## src/rtl/core/bns_pkg.sv

```systemverilog
// Shared types, codes and the volume-to-duty table of the buzzer note sequencer.
`timescale 1ns / 1ps

package bns_pkg;

  typedef enum logic [2:0] {
    MODE_TICK      = 3'd0,
    MODE_TONE      = 3'd1,
    MODE_LOAD_NOTE = 3'd2,
    MODE_SEQUENCE  = 3'd3,
    MODE_STOP      = 3'd4,
    MODE_MAX_POWER = 3'd5
  } mode_e;

  typedef enum logic [1:0] {
    ST_STOPPED   = 2'd0,
    ST_TONE      = 2'd1,
    ST_SEQUENCE  = 2'd2,
    ST_MAX_POWER = 2'd3
  } status_e;

  typedef enum logic {
    CFG_VOLUME     = 1'b0,
    CFG_RATED_FREQ = 1'b1
  } cfg_idx_e;

  localparam logic [3:0]  VOLUME_RESET     = 4'd4;
  localparam logic [15:0] RATED_FREQ_RESET = 16'd4000;
  localparam logic [15:0] REST_FREQ        = 16'd1000;
  // one tick consumes this much of the freq*ms budget
  localparam logic [31:0] TICK_STEP        = 32'd1000;
  localparam logic [5:0]  DUTY_FULL        = 6'd50;

  typedef struct packed {
    logic [2:0]  mode;
    logic [15:0] freq_hz;
    logic [15:0] duration_ms;
    logic [3:0]  tone_volume;
    logic [3:0]  note_index;
    logic [4:0]  sequence_length;
    logic        repeat_sequence;
  } cmd_t;

  // Volume index to duty percent; indexes above 8 saturate.
  function automatic logic [5:0] duty_of(input logic [3:0] vol);
    logic [5:0] duty;
    case (vol)
      4'd0:    duty = 6'd0;
      4'd1:    duty = 6'd3;
      4'd2:    duty = 6'd5;
      4'd3:    duty = 6'd8;
      4'd4:    duty = 6'd10;
      4'd5:    duty = 6'd14;
      4'd6:    duty = 6'd20;
      4'd7:    duty = 6'd28;
      default: duty = DUTY_FULL;
    endcase
    return duty;
  endfunction

endpackage

```

## src/rtl/core/buzzer_note_sequencer.sv

```systemverilog
// Buzzer note sequencer: command register, playback state, note memory and result register.
`timescale 1ns / 1ps

//  Channel  Signals                                   Direction
//  cmd      in_valid_i / in_ready_o + command fields  in
//  result   out_valid_o / out_ready_i + PWM fields    out
//  cfg      cfg_valid_i / cfg_ready_o, index, data    in
//
//  One command per cycle unless the result stalls: a transfer lands in the command
//  register, the next state and the result are formed from it combinationally
//  and land in the result register, which follows the command register.
//  A stalled result holds the command register; in_ready_o follows out_ready_i then.
//  Reset clears playback state and loads volume 4, rated frequency 4000 Hz.
//  The note memory is not cleared; its entries are defined once loaded.

module buzzer_note_sequencer #(
  parameter int NOTE_DEPTH = 16
) (
  input  logic        clk_i,
  input  logic        rst_ni,
  input  logic        in_valid_i,
  output logic        in_ready_o,
  input  logic [2:0]  mode_i,
  input  logic [15:0] freq_hz_i,
  input  logic [15:0] duration_ms_i,
  input  logic [3:0]  tone_volume_i,
  input  logic [3:0]  note_index_i,
  input  logic [4:0]  sequence_length_i,
  input  logic        repeat_sequence_i,
  output logic        out_valid_o,
  input  logic        out_ready_i,
  output logic        pwm_enable_o,
  output logic        tick_enable_o,
  output logic [15:0] pwm_freq_hz_o,
  output logic [5:0]  duty_percent_o,
  output logic [1:0]  status_o,
  input  logic        cfg_valid_i,
  output logic        cfg_ready_o,
  input  logic        cfg_index_i,
  input  logic [15:0] cfg_data_i
);
  import bns_pkg::*;

  localparam int PW = $clog2(NOTE_DEPTH);
  localparam int CW = $clog2(NOTE_DEPTH + 1);
  localparam logic [PW-1:0] LAST_POS = PW'(NOTE_DEPTH - 1);

  // configuration
  logic [3:0]  volume_q;
  logic [15:0] rated_q;

  // command register
  cmd_t cmd_q;
  logic cmd_vld_q;
  logic advance;

  // playback state
  status_e       status_q, status_d;
  logic [31:0]   ticks_q, ticks_d;
  logic [PW-1:0] pos_q, pos_d;
  logic [CW-1:0] played_q, played_d;
  logic [CW-1:0] count_q, count_d;
  logic          repeat_q, repeat_d;
  logic [15:0]   freq_q, freq_d;
  logic [5:0]    duty_q, duty_d;

  // note memory
  logic [31:0]   note_mem [NOTE_DEPTH];
  logic [31:0]   rd_next_q, rd_zero_q;
  logic          note_we;
  logic [PW-1:0] note_waddr;
  logic [31:0]   note_wdata;
  logic [PW-1:0] next_addr;

  // note application
  logic          apply;
  logic [31:0]   note_src;
  logic [5:0]    note_duty;
  logic [15:0]   note_freq;
  logic [15:0]   note_ms;
  logic [15:0]   freq_op;
  logic [31:0]   budget;
  logic [4:0]    len_c;
  logic [CW-1:0] len_sat;

  // result register
  logic        out_vld_q;
  logic        pwm_en_q, tick_en_q;
  logic [15:0] out_freq_q;
  logic [5:0]  out_duty_q;
  logic [1:0]  out_status_q;

  assign advance     = cmd_vld_q && (!out_vld_q || out_ready_i);
  assign in_ready_o  = !cmd_vld_q || advance;
  assign cfg_ready_o = 1'b1;

  always_ff @(posedge clk_i or negedge rst_ni) begin
    if (!rst_ni) begin
      volume_q <= VOLUME_RESET;
      rated_q  <= RATED_FREQ_RESET;
    end else if (cfg_valid_i) begin
      case (cfg_index_i)
        CFG_VOLUME:     volume_q <= cfg_data_i[3:0];
        CFG_RATED_FREQ: rated_q  <= cfg_data_i;
        default:        ;
      endcase
    end
  end

  always_ff @(posedge clk_i or negedge rst_ni) begin
    if (!rst_ni) begin
      cmd_vld_q <= 1'b0;
    end else if (in_valid_i && in_ready_o) begin
      cmd_vld_q <= 1'b1;
    end else if (advance) begin
      cmd_vld_q <= 1'b0;
    end
  end

  always_ff @(posedge clk_i) begin
    if (in_valid_i && in_ready_o) begin
      cmd_q.mode            <= mode_i;
      cmd_q.freq_hz         <= freq_hz_i;
      cmd_q.duration_ms     <= duration_ms_i;
      cmd_q.tone_volume     <= tone_volume_i;
      cmd_q.note_index      <= note_index_i;
      cmd_q.sequence_length <= sequence_length_i;
      cmd_q.repeat_sequence <= repeat_sequence_i;
    end
  end

  // sequence length: zero plays one note, saturate at the store depth
  assign len_c   = (cmd_q.sequence_length == 5'd0) ? 5'd1 : cmd_q.sequence_length;
  assign len_sat = (32'(len_c) > NOTE_DEPTH) ? CW'(NOTE_DEPTH) : CW'(len_c);

  always_comb begin
    status_d   = status_q;
    ticks_d    = ticks_q;
    pos_d      = pos_q;
    played_d   = played_q;
    count_d    = count_q;
    repeat_d   = repeat_q;
    freq_d     = freq_q;
    duty_d     = duty_q;
    apply      = 1'b0;
    note_src   = rd_zero_q;
    note_duty  = duty_of(volume_q);
    note_we    = 1'b0;
    note_waddr = PW'(cmd_q.note_index);
    note_wdata = {cmd_q.duration_ms, cmd_q.freq_hz};

    if (advance) begin
      case (cmd_q.mode)
        MODE_TICK: begin
          if (status_q == ST_TONE || status_q == ST_SEQUENCE) begin
            if (ticks_q >= TICK_STEP) begin
              ticks_d = ticks_q - TICK_STEP;
            end else if (status_q == ST_SEQUENCE && played_q < count_q) begin
              played_d = played_q + CW'(1);
              pos_d    = (pos_q == LAST_POS) ? '0 : pos_q + PW'(1);
              note_src = rd_next_q;
              apply    = 1'b1;
            end else if (status_q == ST_SEQUENCE && repeat_q) begin
              pos_d    = '0;
              played_d = CW'(1);
              note_src = rd_zero_q;
              apply    = 1'b1;
            end else begin
              status_d = ST_STOPPED;
              ticks_d  = '0;
              pos_d    = '0;
              played_d = '0;
              count_d  = '0;
              repeat_d = 1'b0;
            end
          end
        end
        MODE_TONE: begin
          status_d  = ST_TONE;
          pos_d     = '0;
          played_d  = '0;
          count_d   = '0;
          repeat_d  = 1'b0;
          note_src  = {cmd_q.duration_ms, cmd_q.freq_hz};
          note_duty = duty_of(cmd_q.tone_volume);
          apply     = 1'b1;
        end
        MODE_LOAD_NOTE: begin
          note_we = (32'(cmd_q.note_index) < NOTE_DEPTH);
        end
        MODE_SEQUENCE: begin
          status_d = ST_SEQUENCE;
          count_d  = len_sat;
          repeat_d = cmd_q.repeat_sequence;
          pos_d    = '0;
          played_d = CW'(1);
          note_src = rd_zero_q;
          apply    = 1'b1;
        end
        MODE_STOP: begin
          status_d = ST_STOPPED;
          ticks_d  = '0;
          pos_d    = '0;
          played_d = '0;
          count_d  = '0;
          repeat_d = 1'b0;
        end
        MODE_MAX_POWER: begin
          status_d = ST_MAX_POWER;
          ticks_d  = '0;
          pos_d    = '0;
          played_d = '0;
          count_d  = '0;
          repeat_d = 1'b0;
          freq_d   = rated_q;
          duty_d   = DUTY_FULL;
        end
        default: ;
      endcase
    end

    // A rest runs at 1000 Hz, so ms ticks equal 1000*ms of budget like any tone.
    note_freq = note_src[15:0];
    note_ms   = note_src[31:16];
    freq_op   = (note_freq == '0) ? REST_FREQ : note_freq;
    budget    = 32'(freq_op) * 32'(note_ms);

    if (apply) begin
      freq_d  = freq_op;
      duty_d  = (note_freq == '0) ? '0 : note_duty;
      ticks_d = budget;
    end
  end

  always_ff @(posedge clk_i or negedge rst_ni) begin
    if (!rst_ni) begin
      status_q <= ST_STOPPED;
      ticks_q  <= '0;
      pos_q    <= '0;
      played_q <= '0;
      count_q  <= '0;
      repeat_q <= 1'b0;
      freq_q   <= '0;
      duty_q   <= '0;
    end else begin
      status_q <= status_d;
      ticks_q  <= ticks_d;
      pos_q    <= pos_d;
      played_q <= played_d;
      count_q  <= count_d;
      repeat_q <= repeat_d;
      freq_q   <= freq_d;
      duty_q   <= duty_d;
    end
  end

  // Prefetch the entry after the next position and entry zero; bypass a same-cycle load.
  assign next_addr = (pos_d == LAST_POS) ? '0 : pos_d + PW'(1);

  always_ff @(posedge clk_i) begin
    if (note_we) begin
      note_mem[note_waddr] <= note_wdata;
    end
    rd_next_q <= (note_we && note_waddr == next_addr) ? note_wdata : note_mem[next_addr];
    rd_zero_q <= (note_we && note_waddr == '0) ? note_wdata : note_mem[0];
  end

  always_ff @(posedge clk_i or negedge rst_ni) begin
    if (!rst_ni) begin
      out_vld_q <= 1'b0;
    end else if (advance) begin
      out_vld_q <= 1'b1;
    end else if (out_ready_i) begin
      out_vld_q <= 1'b0;
    end
  end

  always_ff @(posedge clk_i) begin
    if (advance) begin
      pwm_en_q     <= (status_d != ST_STOPPED);
      tick_en_q    <= (status_d == ST_TONE || status_d == ST_SEQUENCE);
      out_freq_q   <= freq_d;
      out_duty_q   <= duty_d;
      out_status_q <= status_d;
    end
  end

  assign out_valid_o    = out_vld_q;
  assign pwm_enable_o   = pwm_en_q;
  assign tick_enable_o  = tick_en_q;
  assign pwm_freq_hz_o  = out_freq_q;
  assign duty_percent_o = out_duty_q;
  assign status_o       = out_status_q;

endmodule

```

## config.mk

```make
export PLATFORM = sky130hd
export DESIGN_NAME = buzzer_note_sequencer
export DESIGN_NICKNAME = d
export VERILOG_FILES = /design/src/rtl/core/bns_pkg.sv /design/src/rtl/core/buzzer_note_sequencer.sv
export SDC_FILE = /design/constraint.sdc
export NUM_CORES = 1
export LEC_CHECK = 0
export BUFFER_PORTS_ARGS = -buffer_cell sky130_fd_sc_hd__buf_4
export CORE_MARGIN = 3
export CORE_UTILIZATION = 30
export CTS_CLUSTER_DIAMETER = 100
export CTS_CLUSTER_SIZE = 30
export DETAILED_ROUTE_END_ITERATION = 6
export GPL_TIMING_DRIVEN = 0
export PLACE_DENSITY_LB_ADDON = 0.05
export SLEW_MARGIN = 10
export SYNTH_ARGS = -nofsm -noshare
export SYNTH_HDL_FRONTEND = slang
export SYNTH_SLANG_ARGS = --single-unit
export TNS_END_PERCENT = 10
```

## constraint.sdc

```tcl
create_clock -name clk_i -period 13 [get_ports clk_i]
set_input_delay 2.6 -clock clk_i [delete_from_list [all_inputs] [get_ports clk_i]]
set_output_delay 2.6 -clock clk_i [all_outputs]
set_load 0.05 [all_outputs]
```

Word level (Yosys, flattened, before mapping) --
Memory sizes are Yosys's and may differ from the RTL's. A register that Yosys moved wholly into a read port is not among the register bits. Cells that the tools add are included.
Cells by class: add/subtract/negate cells 4, $mul 1, bitwise logic cells 1, $lt $le $gt $ge 3, mux-type cells 69, reductions and logical operators 28, eq/ne operators 18
Operators by type and width (count):
- $mux W32 | 10
- $pmux W32 S2 | 2
- $mux W16 | 4
- $mux W6 | 8
- $mux W5 | 9
- $ge A32 B10 Y1 const B | 1
- $mul A16 B16 Y32 | 1
- $sub A32 B10 Y32 const B | 1
- $pmux W5 S3 | 2
- $mux W4 | 6
- $mux W1 | 18
- $logic_not A16 Y1 | 1
- $mux W2 | 5
- $pmux W2 S5 | 1
- $add A4 B1 Y4 const B | 2
- $eq A4 B4 Y1 const B | 2
- $ne A2 B2 Y1 const B | 4
- $ne A4 B4 Y1 const B | 2
- $pmux W4 S2 | 1
- $reduce_bool A2 Y1 | 4
- $eq A3 B2 Y1 const B | 2
- $eq A3 B3 Y1 const B | 2
- $reduce_and A6 Y1 | 1
- $reduce_bool A3 Y1 | 2
- 22 further kinds | 33
Storage, ports and cells: input port bits 71, output and inout bits 29, memory bits (read-only) 80, flip-flop bits (word level) 168, memory bits (writable) 512, memories kept 3, logic and storage cells 151
Memories:
- note_mem | words 16, bits a word 32, read ports 2, clocked after Yosys merged registers in 2, wr ports 1, RTL line buzzer_note_sequencer.sv:68 | logic [31:0] note_mem [NOTE_DEPTH];
- (no name shown) | words 8, bits a word 5, read ports 1, clocked after Yosys merged registers in 0, wr ports 0, RTL line bns_pkg.sv:47 | case (vol)
- (no name shown) | words 8, bits a word 5, read ports 1, clocked after Yosys merged registers in 1, wr ports 0, RTL line bns_pkg.sv:47

Logic depth before layout (Yosys ltp) --
Gate-level depths: netlist of the first run.
depth after elaboration 11, mapped depth 37, depth with buffers taken out 33

Worst setup path after synthesis of the first run --
OpenSTA, ideal clock, no wires.
path kind input to register, start point input port out_ready_i, end point register ticks_q[30], setup time 0.121 ns, path buffers 4, required time 12.879 ns, stages 32, path slack 2.072 ns, arrival time 10.807 ns, cells stage by stage nand2b_1 -> and2_0 -> clkbuf_1 -> clkbuf_1 -> nand2b_1 -> nor2_1 -> a22oi_1 -> nand4_1 -> buf_2 -> and2_1 -> buf_2 -> nor2_1 -> fa_1 -> inv_1 -> fa_1 -> fa_1 -> fa_1 -> inv_1 -> fa_1 -> inv_1 -> fa_1 -> inv_1 -> ha_1 -> a2111o_1 -> or2_2 -> o211ai_1 -> o31a_1 -> a31oi_1 -> a211oi_1 -> a21boi_0 -> xor2_1 -> a22o_1
Between the ends: cells in the longest elaborated chain, start to end 7, elaborated cells between the ends (all ways) 14, classes of those cells 1 x mul; 3 x eq/ne; 4 x mux; 6 x reduce/logical
Ends and longest elaborated chain:
- start: declaration | RTL line buzzer_note_sequencer.sv:31 | input logic out_ready_i,
- $logic_or A1 B1 Y1 * | RTL line buzzer_note_sequencer.sv:93 | assign advance = cmd_vld_q && (!out_vld_q || out_ready_i);
- $logic_and A1 B1 Y1 * | RTL line buzzer_note_sequencer.sv:93
- named net advance | RTL line buzzer_note_sequencer.sv:55 | logic advance;
- $mux W32 | RTL line buzzer_note_sequencer.sv:152 | if (advance) begin
- $logic_not A16 Y1 | RTL line buzzer_note_sequencer.sv:225 | freq_op = (note_freq == '0) ? REST_FREQ : note_freq;
- $mux W16 | RTL line buzzer_note_sequencer.sv:225
- $mul A16 B16 Y32 | RTL line buzzer_note_sequencer.sv:226 | budget = 32'(freq_op) * 32'(note_ms);
- $mux W32 | RTL line buzzer_note_sequencer.sv:228 | if (apply) begin
- end signal: assignment | RTL line buzzer_note_sequencer.sv:247 | ticks_q <= ticks_d;
- end: declaration | RTL line buzzer_note_sequencer.sv:59 | logic [31:0] ticks_q, ticks_d;
The timed path passes the listed nets; every way through them passes the cells marked *. A chain may end at the register's enable or synchronous reset.

Final worst setup path of the first run --
start point input port out_ready_i, end point register ticks_q[30]
Between the ends: cells in the longest elaborated chain, start to end 7, elaborated cells between the ends (all ways) 14, classes of those cells 1 x mul; 3 x eq/ne; 4 x mux; 6 x reduce/logical
Ends and longest elaborated chain (RTL line):
- $logic_or A1 B1 Y1 * | buzzer_note_sequencer.sv:93
- $logic_and A1 B1 Y1 * | buzzer_note_sequencer.sv:93
- $mux W32 | buzzer_note_sequencer.sv:152
- $logic_not A16 Y1 | buzzer_note_sequencer.sv:225
- $mux W16 | buzzer_note_sequencer.sv:225
- $mul A16 B16 Y32 | buzzer_note_sequencer.sv:226
- $mux W32 | buzzer_note_sequencer.sv:228
Mark *: on every way between the ends. The rest lies on a longest branch, timed or not.

==> impl_metrics.tcl, run 1 <==
set metrics [dict create \
    power_frac_seq_pct 49.2 \
    via_count 21083 \
    cts-htree-levels 1 \
    drv_cap 0 \
    dr.pass1.iters 5 \
    start_util_pct 30.3 \
    worstSetupPathType "input pin to register" \
    hpwl_um 79700 \
    grt_pass1_vias 22263 \
    wl_per_cell_um 24.6 \
    finalHoldViolations 0 \
    critPathSlowestCell "o31ai_2" \
    core_area_um2 118000 \
    grt_max_degree 94 \
    cts_setup_buffers 0 \
    clk_pin_slew_ns 0.11 \
    ant_nets 0 \
    tightest_slew_ns 1.23 \
    post_cts_resized 0 \
    synth_edf_count 587 \
    fin_crit_sh_pct 92.8 \
    overflow 0 \
    power.density_nw_per_um2 132 \
    cp_max_fo 10 \
    routed_wl_um 105000 \
    cts_tree "done" \
    synthesis.instances 2535 \
    clk_latency_ns 0.68 \
    grt_use_total_pct 17.1 \
    drt_iter0_drc 1386 \
    placement_rows 126 \
    cts-hold-fix-buffers 0 \
    peakVddDrop_uv 104 \
    startpoint_type "input pin" \
    final_area_um2 40400 \
    final.setup.tns_ns 0 \
    cts.path.max_buffers 3 \
    drive_above_1_share_pct 16.1 \
    numCtsBuffers 31 \
    dpl_cell_area_um2 39300 \
    slew-limit-headroom_pct 17.8 \
    rsz0062_at_grt "no" \
    p_int_w 0.00359 \
    p_leak_nw 15.0 \
    syn_area_per_cell_um2 14.1 \
    ys_async_sr_fraction_pct 13.5 \
    routabilityCongestion 0.856 \
    syn2layout_area_growth_pct 13.0 \
    combPwrFrac_pct 27.0 \
    syn_area_um2 35800 \
    cp.arrival_ns 12.63 \
    synth-main-ff-cell "edfxtp_1" \
    dieWidth_um 351 \
    switching_power_w 0.00173 \
    ios 100 \
    antenna_found_initial 3 \
    yosysMostFrequentCell "edfxtp_1" \
    ys_seq_area_share_pct 56.3 \
    cts_sinks 689 \
    slowest_delay_ns 0.97 \
    port_buffers 98 \
    ys_types 73 \
    ctsRootBufferMaster "clkbuf_16" \
    grt_pass1_wl_um 154000 \
    nFillCells 11485 \
    die_h_um 351 \
    p_total_w 0.00532 \
    status "completed" \
    synthesis.nets 2916 \
    crit_top_cell "fa_1" \
    synth.ff_latch_count 689 \
    clock.fmax_ghz 0.0829 \
    synth_top_area_share_pct 49.3 \
    setup_viol 0 \
    clkPwrFrac_pct 23.8 \
    slew_violations 0 \
    cp-end-kind "register" \
    synth_area_leader_cell "edfxtp_1" \
    required_ns 13.57 \
    netlist_top_cells_area "edfxtp_1, fa_1, mux4_2" \
    ys_top_cells_by_count "edfxtp_1, inv_1, nand2_1, nor2_1, fa_1" \
    die-area_um2 123000 \
    switching_share_pct 32.5 \
    viasPerCell 4.93 \
    period_minus_slack_ns 12.07 \
    nets 3096 \
    skew_ns 0.0344 \
    drc_errors 0 \
    ys_warn_count 0 \
    hold_path.class "register to register" \
]
-- power by group through the flow --
stage	logic [W]	registers (W)	clock network, W
after detailed placement	0.00144	0.00266	0
after global routing	0.00162	0.00263	0.00140
after floorplan	0.000960	0.00268	0
final	0.00144	0.00261	0.00127
after global placement	0.00143	0.00266	0
after CTS	0.00145	0.00261	0.00133
-- logic make-up after synthesis --
kind of cell,synth area share [%]
other cells,0.0105
buf+inv,4.12
simple gates,7.65
mux,10.5
fa+ha+maj,14.9
flops,56.3
xor+xnor,0.686
compound gates,5.77
-- routing by layer --
layer / routed length, µm / up-vias / global-route usage [%] / share of wire, %
met5: 0 / - / 0 / 0
met3: 4360 / 83 / 1.89 / 4.2
li1: - / 9459 / - / -
met2: 49700 / 437 / 28.2 / 47
met1: 48900 / 11104 / 24.4 / 47
met4: 2100 / 0 / 3.59 / 2.0
-- path summary, 6_finish.rpt --
kind                                        start                 endpoint  slack [ns]  depth (start not counted)
setup / recovery                      out_ready_i  ticks_q[30]$_DFFE_PN0P_        0.93                         31
hold reg to reg            count_q[0]$_DFFE_PN0P_   count_q[0]$_DFFE_PN0P_        0.49                          2
setup reg to reg                         register  ticks_q[30]$_DFFE_PN0P_        1.25                         31
hold / removal             count_q[0]$_DFFE_PN0P_   count_q[0]$_DFFE_PN0P_        0.49                          2
max in group asynchronous                  rst_ni  ticks_q[14]$_DFFE_PN0P_       10.31                          1
min in group asynchronous                  rst_ni    cmd_vld_q$_DFFE_PN0P_        2.00                          1
-- worst max-delay path, delay by kind of cell --
| kind | cells | cell delay [ns] |
|---|---|---|
| AND/OR/NAND/NOR | 8 | 2.00 |
| XOR/XNOR | 1 | 0.18 |
| adder cells (fa/ha/maj) | 7 | 3.40 |
| buffers and inverters | 6 | 0.84 |
| AO/OA/AOI/OAI | 9 | 3.57 |
-- through the flow --
step	hold slack (ns)	instances	utilization, %	setup slack [ns]
floorplan	0.442	2535	-	2.07
global placement	0.464	4169	32.5	-2.04
detailed placement	0.468	4218	33.3	0.201
CTS	0.496	4274	34.2	0.922
global route	0.535	4274	34.2	0.365
finish	0.492	4276	34.2	0.933
-- flip-flops by register name, summed over array words and instances, names as in the netlist, 5 cells and up, named ones only --
| name | count |
|---|---|
| ticks_q | 32 |
| pwm_freq_hz_o | 16 |
| count_q | 5 |
| played_q | 5 |
| rated_q | 16 |
| duty_q | 6 |
| freq_q | 16 |
| cmd_q | 45 |
| duty_percent_o | 6 |
| note_mem | 512 |
-- cell usage in the layout (no fill, tap or decap), drive strengths merged, types with 21 or more instances in the layout --
cell type  netlist  final
edfxtp         587    587
inv            280    292
nand2          260    260
nor2           210    210
fa             194    194
buf             26    173
mux4           149    149
clkbuf          79    119
ha             116    116
o21ai           96     96
dfrtp           86     86
a21oi           49     49
nor3            28     28
a22o            23     23
a22oi           21     21
-- cell type report --
type / instances / area [µm²] / area share (%)
antenna: 2 / 5.00 / 0.0124
inverter: 281 / 1060 / 2.62
clock buffer: 40 / 810 / 2.00
timing repair buffer: 147 / 1520 / 3.75
sequential: 689 / 20100 / 49.9
multi-input combinational: 1460 / 14300 / 35.4
tap: 1536 / 1920 / 4.76
clock inverter: 16 / 235 / 0.582
buffer: 105 / 420 / 1.04
Power figures use the tool's default switching activity.
==> run 2: changes to the inputs <==
- CELL_PAD_IN_SITES_DETAIL_PLACEMENT: not set -> 1
- CELL_PAD_IN_SITES_GLOBAL_PLACEMENT: not set -> 2
- TNS_END_PERCENT: 10 -> not set
==> run 2 against run 1 <==
Effect of this change:
- non-clock buffer count fell by 2
- largest power group unchanged
- hold slack lost 0.0036 ns
- critical endpoint unchanged
- sequential power about the same
- largest cell class unchanged
- sequential cell count unchanged
- critical path type unchanged
- clock-buffer cell count down 3
==> impl_metrics.tcl, run 2 (synthesized netlist as in run 1, its figures left out) <==
set metrics [dict create \
    status "completed" \
    drive_above_1_share_pct 16.2 \
    ant_nets 0 \
    numCtsBuffers 34 \
    routed_wl_um 113000 \
    syn2layout_area_growth_pct 12.8 \
    wl_per_cell_um 26.4 \
    tightest_slew_ns 1.22 \
    crit_top_cell "fa_1" \
    cp_max_fo 10 \
    grt_use_total_pct 18.4 \
    rsz0062_at_grt "no" \
    nets 3097 \
    cts-hold-fix-buffers 0 \
    routabilityCongestion 0.764 \
    skew_ns 0.0461 \
    via_count 21297 \
    peakVddDrop_uv 76.2 \
    cts_tree "done" \
    grt_pass1_wl_um 166000 \
    cts_sinks 689 \
    drt_iter0_drc 1462 \
    clk_pin_slew_ns 0.08 \
    start_util_pct 30.3 \
    port_buffers 98 \
    p_leak_nw 15.0 \
    cts_setup_buffers 0 \
    final_cells 4270 \
    reg2reg_slack_ns 0.97 \
    ios 100 \
    required_ns 13.49 \
    grt_max_degree 94 \
    fin_util_pct 34.1 \
    die-area_um2 123000 \
    fin_ws_ns 0.621 \
    ctsRootBufferMaster "clkbuf_16" \
    crit_buf_inv 6 \
    worstSetupPathType "input pin to register" \
    antenna_found_initial 1 \
    cts-htree-levels 2 \
    cp-end-kind "register" \
    drc_errors 0 \
    grt_pass1_vias 23398 \
    clk_latency_ns 0.64 \
    dieWidth_um 351 \
    place_inst 4215 \
    slowest_delay_ns 0.93 \
    startpoint_type "input pin" \
    slew-limit-headroom_pct 18.4 \
    largest_reg_flops 512 \
    crit_family "compound AO/OA/AOI/OAI gates" \
    slew_violations 0 \
    reg_top3 "note_mem x512, cmd_q x45, ticks_q x32" \
    hold_path.class "register to register" \
    dr.pass1.iters 5 \
    power.density_nw_per_um2 133 \
    placement_rows 126 \
    setup_viol 0 \
    dp_worst_setup_slack_ns -0.313 \
    critPathSlowestCell "o31ai_2" \
    overflow 0 \
    die_h_um 351 \
    core_area_um2 118000 \
    clock.fmax_ghz 0.0808 \
    hpwl_um 85500 \
    final_cell_mix "edfxtp_1, inv_1, nand2_1, fa_1, nor2_1" \
    period_minus_slack_ns 12.38 \
    drv_cap 0 \
    layout_commonest_cell "edfxtp_1" \
    cp.arrival_ns 12.87 \
    viasPerCell 4.99 \
    fin_crit_sh_pct 95.2 \
    cts.path.max_buffers 3 \
    finalHoldViolations 0 \
    nFillCells 12291 \
    largest-register "note_mem" \
]
## run 2: changes by cell type in the layout (fill, tap and decap cells not counted), moves of 2 or more
cell,previous run,this run
buf_8,3,1
buf_6,5,9
inv_16,2,0
clkbuf_16,31,35
clkbuf_1,87,80
buf_4,114,118
clkinvlp_4,0,4
buf_12,17,9
## run 2: metal layers
layer	track usage (%)	vias up	share of wire, %
met5	0	-	0
met4	3.38	0	1.6
met3	1.59	76	2.4
met2	32.2	268	50
met1	25.2	11500	46
li1	-	9453	-
## run 2: worst paths after layout
check,from,to,depth (start not counted)
worst max-delay path,out_ready_i,ticks_q[30]$_DFFE_PN0P_,31
worst min-delay path,played_q[4]$_DFFE_PN0P_,played_q[4]$_DFFE_PN0P_,1
worst max register to register,register,ticks_q[30]$_DFFE_PN0P_,32
worst min register to register,played_q[4]$_DFFE_PN0P_,played_q[4]$_DFFE_PN0P_,1
max in group asynchronous,rst_ni,volume_q[3]$_DFFE_PN0P_,1
min in group asynchronous,rst_ni,count_q[2]$_DFFE_PN0P_,1
## run 2: stage by stage
stage               cell area (µm²)  power [W]  TNS [ns]  hold slack [ns]
finish                        40300    0.00535         0            0.489
global route                  40300    0.00570         0            0.522
CTS                           40300    0.00545         0            0.497
detailed placement            39200    0.00414    -0.487            0.481
global placement              38400    0.00411    -41.73            0.468
floorplan                     35800    0.00363         0            0.442
## run 2: what timing repair did
item	4_1_cts	5_1_grt
endpoints found under the hold margin	0	0
gates resized for setup	0	1
endpoints found under the setup margin	0	1
## run 2: area by class of cell
type	instances	area [µm²]	share of cell area, %
flip-flops and latches	689	20100	50.0
multi-input cells	1460	14300	35.4
well taps	1536	1920	4.77
repair buffers	145	1420	3.53
inverters	281	1060	2.62
clock buffers	37	883	2.19
plain buffers	105	420	1.04
clock inverters	16	180	0.447
diodes	1	2.50	0.00621
## run 2: power breakdown
group          internal, W  switching, W  leakage [nW]
registers          0.00252      0.000101          6.54
logic             0.000561      0.000886          7.95
clock network     0.000535      0.000755         0.506
total              0.00361       0.00174          15.0
